File: src/design/range_order_statistics_unit_defines.svh
// Assertion macros shared by the range order statistics design.
// No dependencies; included by the module that asserts.
`ifndef RANGE_ORDER_STATISTICS_UNIT_DEFINES_SVH
`define RANGE_ORDER_STATISTICS_UNIT_DEFINES_SVH

// Same-cycle implication, checked outside reset.
`define ROS_ASSERT_IMPL(label, ante, cons) \
   label: assert property (@(posedge clock) disable iff (reset) (ante) |-> (cons)) \
      else $error("range order statistics check failed");

// Next-cycle implication, checked outside reset.
`define ROS_ASSERT_NEXT(label, ante, cons) \
   label: assert property (@(posedge clock) disable iff (reset) (ante) |=> (cons)) \
      else $error("range order statistics check failed");

`endif

File: src/design/ros_pkg.sv
// Shared types and constants for the range order statistics unit.
// No dependencies.
package ros_pkg;

   localparam int VAL_W          = 27;
   localparam int POS_W          = 8;
   localparam int ACT_W          = 3;
   localparam int BIT_W          = 5;
   localparam int ELEMENTS_DEF   = 256;
   localparam int VALUE_MAX_DEF  = 100000000;

   typedef enum logic [ACT_W-1:0] {
      ACT_WRITE = 3'd0,
      ACT_RANK  = 3'd1,
      ACT_KTH   = 3'd2,
      ACT_PRED  = 3'd3,
      ACT_SUCC  = 3'd4
   } action_type;

   typedef enum logic [1:0] {
      ST_IDLE,
      ST_SCAN,
      ST_FINISH
   } state_type;

   // Broadcast controls for every cell of the ring.
   typedef struct packed {
      logic             shift;
      logic             write;
      logic [VAL_W-1:0] write_data;
   } cell_ctrl_type;

endpackage

File: src/design/ros_cell.sv
// One storage cell of the value ring: holds one element value.
// Depends on ros_pkg.
module ros_cell (
   input  logic                       clock,
   input  logic                       reset,
   input  ros_pkg::cell_ctrl_type     ctrl,
   input  logic                       select,
   input  logic [ros_pkg::VAL_W-1:0]  neighbor_value,
   output logic [ros_pkg::VAL_W-1:0]  value
);
   import ros_pkg::*;

   logic [VAL_W-1:0] value_ff, value_in;

   always_comb begin
      value_in = value_ff;
      if (ctrl.shift) begin
         value_in = neighbor_value;
      end else if (ctrl.write && select) begin
         value_in = ctrl.write_data;
      end
   end

   always_ff @(posedge clock) begin
      if (reset) begin
         value_ff <= '0;
      end else begin
         value_ff <= value_in;
      end
   end

   assign value = value_ff;

endmodule

File: config.mk
export PLATFORM = sky130hd
export DESIGN_NAME = ros_cell
export DESIGN_NICKNAME = d
export VERILOG_FILES = /design/src/design/range_order_statistics_unit_defines.svh /design/src/design/ros_pkg.sv /design/src/design/ros_cell.sv
export SDC_FILE = /design/constraint.sdc
export NUM_CORES = 1
export LEC_CHECK = 0
export ABC_CLOCK_PERIOD_IN_PS = 1600
export BUFFER_PORTS_ARGS = -buffer_cell sky130_fd_sc_hd__buf_2
export CORE_MARGIN = 2
export CORE_UTILIZATION = 45
export DETAILED_ROUTE_END_ITERATION = 8
export PLACE_DENSITY_LB_ADDON = 0.3
export SLEW_MARGIN = 20
export SYNTH_ARGS = -nofsm -noshare
export SYNTH_HDL_FRONTEND = slang
export SYNTH_SLANG_ARGS = --single-unit
export TNS_END_PERCENT = 30
File: constraint.sdc
create_clock -name clock -period 1.6 [get_ports clock]
set_input_delay 0.48 -clock clock [delete_from_list [all_inputs] [get_ports clock]]
set_output_delay 0.48 -clock clock [all_outputs]
set_load 0.01 [all_outputs]
# [After elaboration in Yosys (flattened, before gate mapping)]
# Cells that the tools add are included.
[word_totals] reg_bits=27 latch_bits=0 ram_bits=0 mem_bits_ro=0 wordCells=5 mem_count=0
[op_classes] add_sub_neg=0 multipliers=0 n_div=0 magnitude_cmp=0 eq_ne=0 n_shift=0 mux=2 bitwise_logic=0 reduce_logical=2
[op_table] operator="27-bit two-way mux" count=2
[op_table] operator="2-bit nonzero test" count=1
[op_table] operator="1-bit logical AND" count=1

# [Longest topological paths before layout]
# Gate-level depths: netlist of the first run.
[depth] depth_word=3 ltp_mapped=4

# [Worst setup path after synthesis of the first run]
# OpenSTA, ideal clock, no wires.
[synth_path] kind="input-to-reg" startpoint="in ctrl[28] (netlist name)" endpoint="reg value_ff[3] (netlist: value[3])" setup_time_ns=0.136 arrival_ns=1.133 required_ns=1.464 slack_ns=0.331 stages=4 n_path_buf=2 cell_sequence="buf_4 -> buf_4 -> nor4bb_1 -> a2111oi_2"
[synth_between] elab_chain_len=1 elab_cells_between_ends=2 cone_classes="mux: 1; reduce/logical: 1"
[synth_rtl] element="from (decl)" line_no="ros_cell.sv:6" text="input ros_pkg::cell_ctrl_type ctrl,"
[synth_rtl] element="27-bit two-way mux or 2-bit nonzero test (tied branches)"
[synth_rtl] element="to (signal assigned)" line_no="ros_cell.sv:28" text="value_ff <= value_in;"
[synth_rtl] element="to (decl)" line_no="ros_cell.sv:13" text="logic [VAL_W-1:0] value_ff, value_in;"
# Several ways; a longest one is shown, not always the timed one.
# A chain may end at the register's enable or synchronous reset.

# [Worst setup path after layout of the first run]
[layout_path] startpoint="reg value_ff[9] (netlist: value[9])" endpoint="out value[9] (netlist name)"
[layout_rtl] element="to (decl)" line_no="ros_cell.sv:9" text="output logic [ros_pkg::VAL_W-1:0] value"
# No word-level cell between the ends.

==> impl_metrics.tcl, run 1 <==
set metrics [dict create \
    status "completed" \
    cts_inserted_buffers 3 \
    grt_max_degree 55 \
    final_antenna_net_count 0 \
    syn_area_um2 1722 \
    fin_crit_sh_pct 78.10 \
    place.port_buffers 85 \
    synth_adder_area_share_pct 0 \
    setup-tns-final_ps 0 \
    syn_to_final_growth_pct 27.40 \
    finalMaxSlewViolations 0 \
    synth-simple-area-share_pct 17.59 \
    yosysSeqAreaShare_pct 31.40 \
    critPathKind "reg -> out" \
    drt_iter0_drc 53 \
    fin_ws_ps 350.3 \
    sw_frac_of_total_pct 28.27 \
    synth.top_cell.area_share_pct 31.40 \
    cts_tree "yes" \
    yosys_warnings 0 \
    synthMuxAreaShare_pct 0 \
    fp.dieW_um 65.86 \
    worst_slew_pin_slew_ps 783.1 \
    setup_viol 0 \
    internal-power_w 0.001119 \
    layout_commonest_cell "buf_2" \
    row_count 22 \
    peakVddDrop_uv 533.3 \
    power_per_cell_area_nw_per_um2 711.2 \
    clk_pin_slew_ps 90 \
    slowest_delay_ps 370 \
    cts_setup_buffers 0 \
    rsz0062_at_grt "no" \
    vias 1527 \
    cts_hold_buf 0 \
    hold_viol_final 0 \
    io_pins 86 \
    grt_pass1_vias 1451 \
    syn_nets 217 \
    critPathTopFamily "flip-flops" \
    finalWirelength_um 3715 \
    crit_buf_inv 1 \
    path_max_fanout 2 \
    hold_class "in -> reg" \
    relSlewSlack_pct 47.79 \
    grt_pass1_wl_um 6003 \
    p_comb_share_pct 27.0 \
    route.detailed.drc 0 \
    yosys.area_share.xor_xnor_pct 0 \
    max_cap_viol_count 0 \
    netSwitchingPower_w 0.0004410 \
    firstDrtPassIters 4 \
    seqPwrFrac_pct 48.5 \
    synth_cell_types 11 \
    critPathLaunchType "register" \
    synth-compound-area-share_pct 35.32 \
    hpwlAfterDp_um 2683 \
    grt_overflow 0 \
    min_period_ps 1250 \
    r2r_slack_ps 770 \
    cts_root_buf "clkbuf_8" \
    final_cell_mix "buf_2 (85), inv_1 (27), a211oi_1 (27), a2111oi_2 (27), dfxtp_1 (27)" \
    avgSynthCellArea_um2 10.90 \
    slowest_stage "dfxtp_1" \
    clkSinkCount 27 \
    grt_util_all_layers_pct 17.31 \
    post-route-util_pct 59.91 \
    clk_latency_ps 260 \
    crit_chain "buf_2" \
    start_util_pct 47.03 \
    antenna_cells 0 \
    synth.area.top_cells "dfxtp_1 (31%), a2111oi_2 (24%), a211oi_1 (12%)" \
    ys_ff_latch 27 \
    dieArea_um2 4337 \
    power_w 0.001560 \
    coreArea_um2 3661 \
    fillCellCount 326 \
    die_y_um 65.86 \
    multi_input_area_um2 910.9 \
    fmax_mhz 800.2 \
    wl_per_cell_um 13.27 \
    syn_inst 158 \
    end_kind "primary output" \
    routabilityCongestion 0.7343 \
    drt-vias-per-instance 5.454 \
    clock_path_buffers 2 \
    largest_reg_flops 27 \
    fin_worst_skew_ps 0 \
    drive_gt1_share_pct 53.02 \
    register_area_um2 540.5 \
    synth_top_family_by_area "compound AO/OA/AOI/OAI gates" \
    leakage_nw 1.026 \
    fin_nets 292 \
    clock_power_share_pct 24.5 \
    cts_resized 0 \
    required_ps 1120 \
    critPathArrivalTime_ps 770 \
    pre_cts_slack_ps 138.2 \
    antenna_found_initial 0 \
    synth.largest_area_cell "dfxtp_1" \
    htreeDepth 1 \
]
-- stage by stage --
stage	hold slack (ps)	cells	cell area, µm²
6_report	457.0	280	2193
5_1_grt	452.8	280	2193
4_1_cts	454.4	280	2193
3_5_place_dp	678.4	276	2148
3_3_place_gp	667.7	276	2148
2_1_floorplan	559.0	158	1722
-- cell usage after synthesis --
cell and number:
buf_4 7, clkbuf_1 1, buf_6 6, clkbuf_2 2, and4bb_1 13, buf_2 7, dfxtp_1 27, a211oi_1 27
nor4bb_1 14, a2111oi_2 27, inv_1 27
-- path summary, 6_finish.rpt --
kind,startpoint,depth (start not counted),endpoint
max,value[9],1,value[9]
min,neighbor_value[18],3,value[18]
max reg2reg,value[9],2,value[9]
min reg2reg,value[12],2,value[12]
-- worst min-delay path, cell delays in order --
cell and delay, ps:
buf_2 90, inv_1 50, a2111oi_2 60
-- power groups by stage --
| stage | sequential [W] | clock [W] | combinational, W |
|---|---|---|---|
| detailed placement | 0.000771 | 0 | 0.000427 |
| global route | 0.000762 | 0.000429 | 0.000462 |
| finish | 0.000756 | 0.000383 | 0.000421 |
| floorplan | 0.000795 | 0 | 0.000249 |
| global placement | 0.000772 | 0 | 0.000421 |
| CTS | 0.000757 | 0.000397 | 0.000427 |
-- layer usage --
metal	global-route usage [%]	vias up	wire length [µm]
met4	5.469	0	36
met1	18.97	710	1645
met2	32.95	41	1838
li1	-	772	-
met3	3.407	4	194
met5	0	-	0
-- logic make-up (layout without fill, tap and decap cells) --
family | count (synthesis) | after routing
AOI/OAI and AO/OA | 54 | 54
buffers and inverters | 50 | 124
DFF | 27 | 27
and+or+nand+nor | 27 | 27
-- cell type report --
class	instances	area share [%]
flip-flops and latches	27	24.64
clock buffers	4	2.054
multi-input cells	81	41.53
well taps	48	2.738
repair buffers	93	24.42
inverters	27	4.621
(Power assumes the default switching activity.)
==> inputs of run 2 (changes only) <==
--- a/config.mk
+++ b/config.mk
@@ -5,10 +5,10 @@
 export SDC_FILE = /design/constraint.sdc
 export NUM_CORES = 1
 export LEC_CHECK = 0
-export ABC_CLOCK_PERIOD_IN_PS = 1600
+export ABC_CLOCK_PERIOD_IN_PS = 1120
 export BUFFER_PORTS_ARGS = -buffer_cell sky130_fd_sc_hd__buf_2
 export CORE_MARGIN = 2
-export CORE_UTILIZATION = 45
+export CORE_UTILIZATION = 41
 export DETAILED_ROUTE_END_ITERATION = 8
 export PLACE_DENSITY_LB_ADDON = 0.3
 export SLEW_MARGIN = 20
==> constraint.sdc (replaced) <==
create_clock -name clock -period 1.12 [get_ports clock]
set_input_delay 0.336 -clock clock [delete_from_list [all_inputs] [get_ports clock]]
set_output_delay 0.336 -clock clock [all_outputs]
set_load 0.01 [all_outputs]
==> impl_metrics.tcl, run 2 (synthesized netlist as in run 1, its figures left out) <==
set metrics [dict create \
    fin_crit_sh_pct 97.82 \
    timing.critical_path.depth 1 \
    start_util_pct 42.73 \
    hp-start "neighbor_value[12]" \
    critPathArrivalTime_ps 760 \
    setup_viol 0 \
    fmax_mhz 912.7 \
    path_max_fanout 2 \
    power_w 0.002300 \
    leakage_nw 1.102 \
    peakVddDrop_uv 466.1 \
    cts_tree "yes" \
    dieArea_um2 4733 \
    grt_overflow 0 \
    final_antenna_net_count 0 \
    largest_reg_flops 27 \
    worst_slew_pin_slew_ps 336.9 \
    place.port_buffers 85 \
    grt_util_all_layers_pct 17.50 \
    row_count 23 \
    vias 1591 \
    use_met1_pct 24.13 \
    htreeDepth 1 \
    register_area_um2 560.5 \
    critical_path.startpoint "value[0]" \
    layout_commonest_cell "buf_2" \
    post-route-util_pct 58.04 \
    critPathKind "reg -> out" \
    clkSinkCount 27 \
    grt_busiest_layer "met2" \
    drt_iter0_drc 46 \
    drive_gt1_share_pct 62.04 \
    end_kind "primary output" \
    drt-vias-per-instance 5.393 \
    clk_pin_slew_ps 90 \
    route.detailed.drc 0 \
    multi_input_area_um2 910.9 \
    wl_per_cell_um 13.92 \
    antenna_found_initial 0 \
    fp.dieW_um 68.80 \
    critPathLaunchType "register" \
    rr_startpoint "value[3]" \
    holdPathStages 3 \
    syn_to_final_growth_pct 35.83 \
    hold_viol_final 0 \
    hold_class "in -> reg" \
    max_cap_viol_count 0 \
    antenna_cells 0 \
    hpwlAfterDp_um 3047 \
    final_cell_mix "buf_2 (85), inv_1 (27), a211oi_1 (27), a2111oi_2 (27), dfxtp_2 (16)" \
    status "completed" \
    grtUsageMet2_pct 28.37 \
    grt_max_degree 40 \
    crit_chain "buf_2" \
    routabilityCongestion 0.6844 \
    min_period_ps 1096 \
    io_pins 86 \
    fin_worst_skew_ps 0 \
    grt_use_met3_pct 3.409 \
    die_y_um 68.80 \
    cts_inserted_buffers 3 \
    cts_hold_buf 0 \
    required_ps 780 \
    cts_setup_buffers 0 \
    relSlewSlack_pct 77.24 \
    clock_path_buffers 2 \
    critPathTopFamily "flip-flops" \
    fillCellCount 376 \
    firstDrtPassIters 4 \
    grt_pass1_wl_um 6396 \
    grt_pass1_vias 1429 \
    slowest_stage "dfxtp_1" \
    power_per_cell_area_nw_per_um2 983.6 \
    finalWirelength_um 4107 \
    clk_latency_ps 270 \
    cts_root_buf "clkbuf_8" \
    crit_buf_inv 1 \
    reg2reg_depth 2 \
    cts_resized 0 \
    slowest_delay_ps 360 \
    fin_nets 305 \
    finalMaxSlewViolations 0 \
    coreArea_um2 4029 \
]
run 2: cell count changes in the layout (fill, tap and decap cells not counted):
| cell | previous run | this run |
|---|---|---|
| dfxtp_1 | 27 | 11 |
| dfxtp_2 | 0 | 16 |
| buf_4 | 4 | 15 |
| buf_12 | 4 | 6 |
run 2: worst paths after layout:
| kind | to | slack [ps] |
|---|---|---|
| max reg2reg | value[3] | 260 |
| max | value[0] | 20 |
| min reg2reg | value[19] | 680 |
| min | value[12] | 310 |
run 2: where the power goes:
group / leakage, nW / internal [W] / total (W) / switching (W)
clock: 0.0228 / 0.000254 / 0.000553 / 0.000298
sequential: 0.229 / 0.00105 / 0.00109 / 0.0000415
combinational: 0.850 / 0.000344 / 0.000658 / 0.000314
total: 1.10 / 0.00165 / 0.00230 / 0.000654
run 2: per-layer routing:
layer / vias to the layer above / routed length [µm]
met5: - / 0
met4: 0 / 17
met3: 2 / 275
met2: 48 / 1937
met1: 748 / 1877
li1: 793 / -
run 2: layout make-up:
cell class	count	area share [%]
clock buffer	4	1.926
inverter	27	4.334
multi-input combinational	81	38.95
sequential	27	23.97
tap	50	2.675
timing repair buffer	106	28.14
run 2: stage by stage:
stage          area (µm²)  setup slack (ps)  cells  setup TNS, ps  hold slack, ps
6_report             2338             24.37    295              0           310.3
5_1_grt              2338           -0.1029    295        -0.1029           301.1
4_1_cts              2318             18.13    295              0           312.6
3_5_place_dp         2273            -151.1    291          -2907           600.0
3_3_place_gp         2273            -104.1    291          -2166           598.3
2_1_floorplan        1722            -4.762    158         -44.78           415.0
run 2: worst reg2reg max path, stage by stage, from the launching register on:
cell and delay, ps:
dfxtp_2 330, a211oi_1 330, a2111oi_2 80
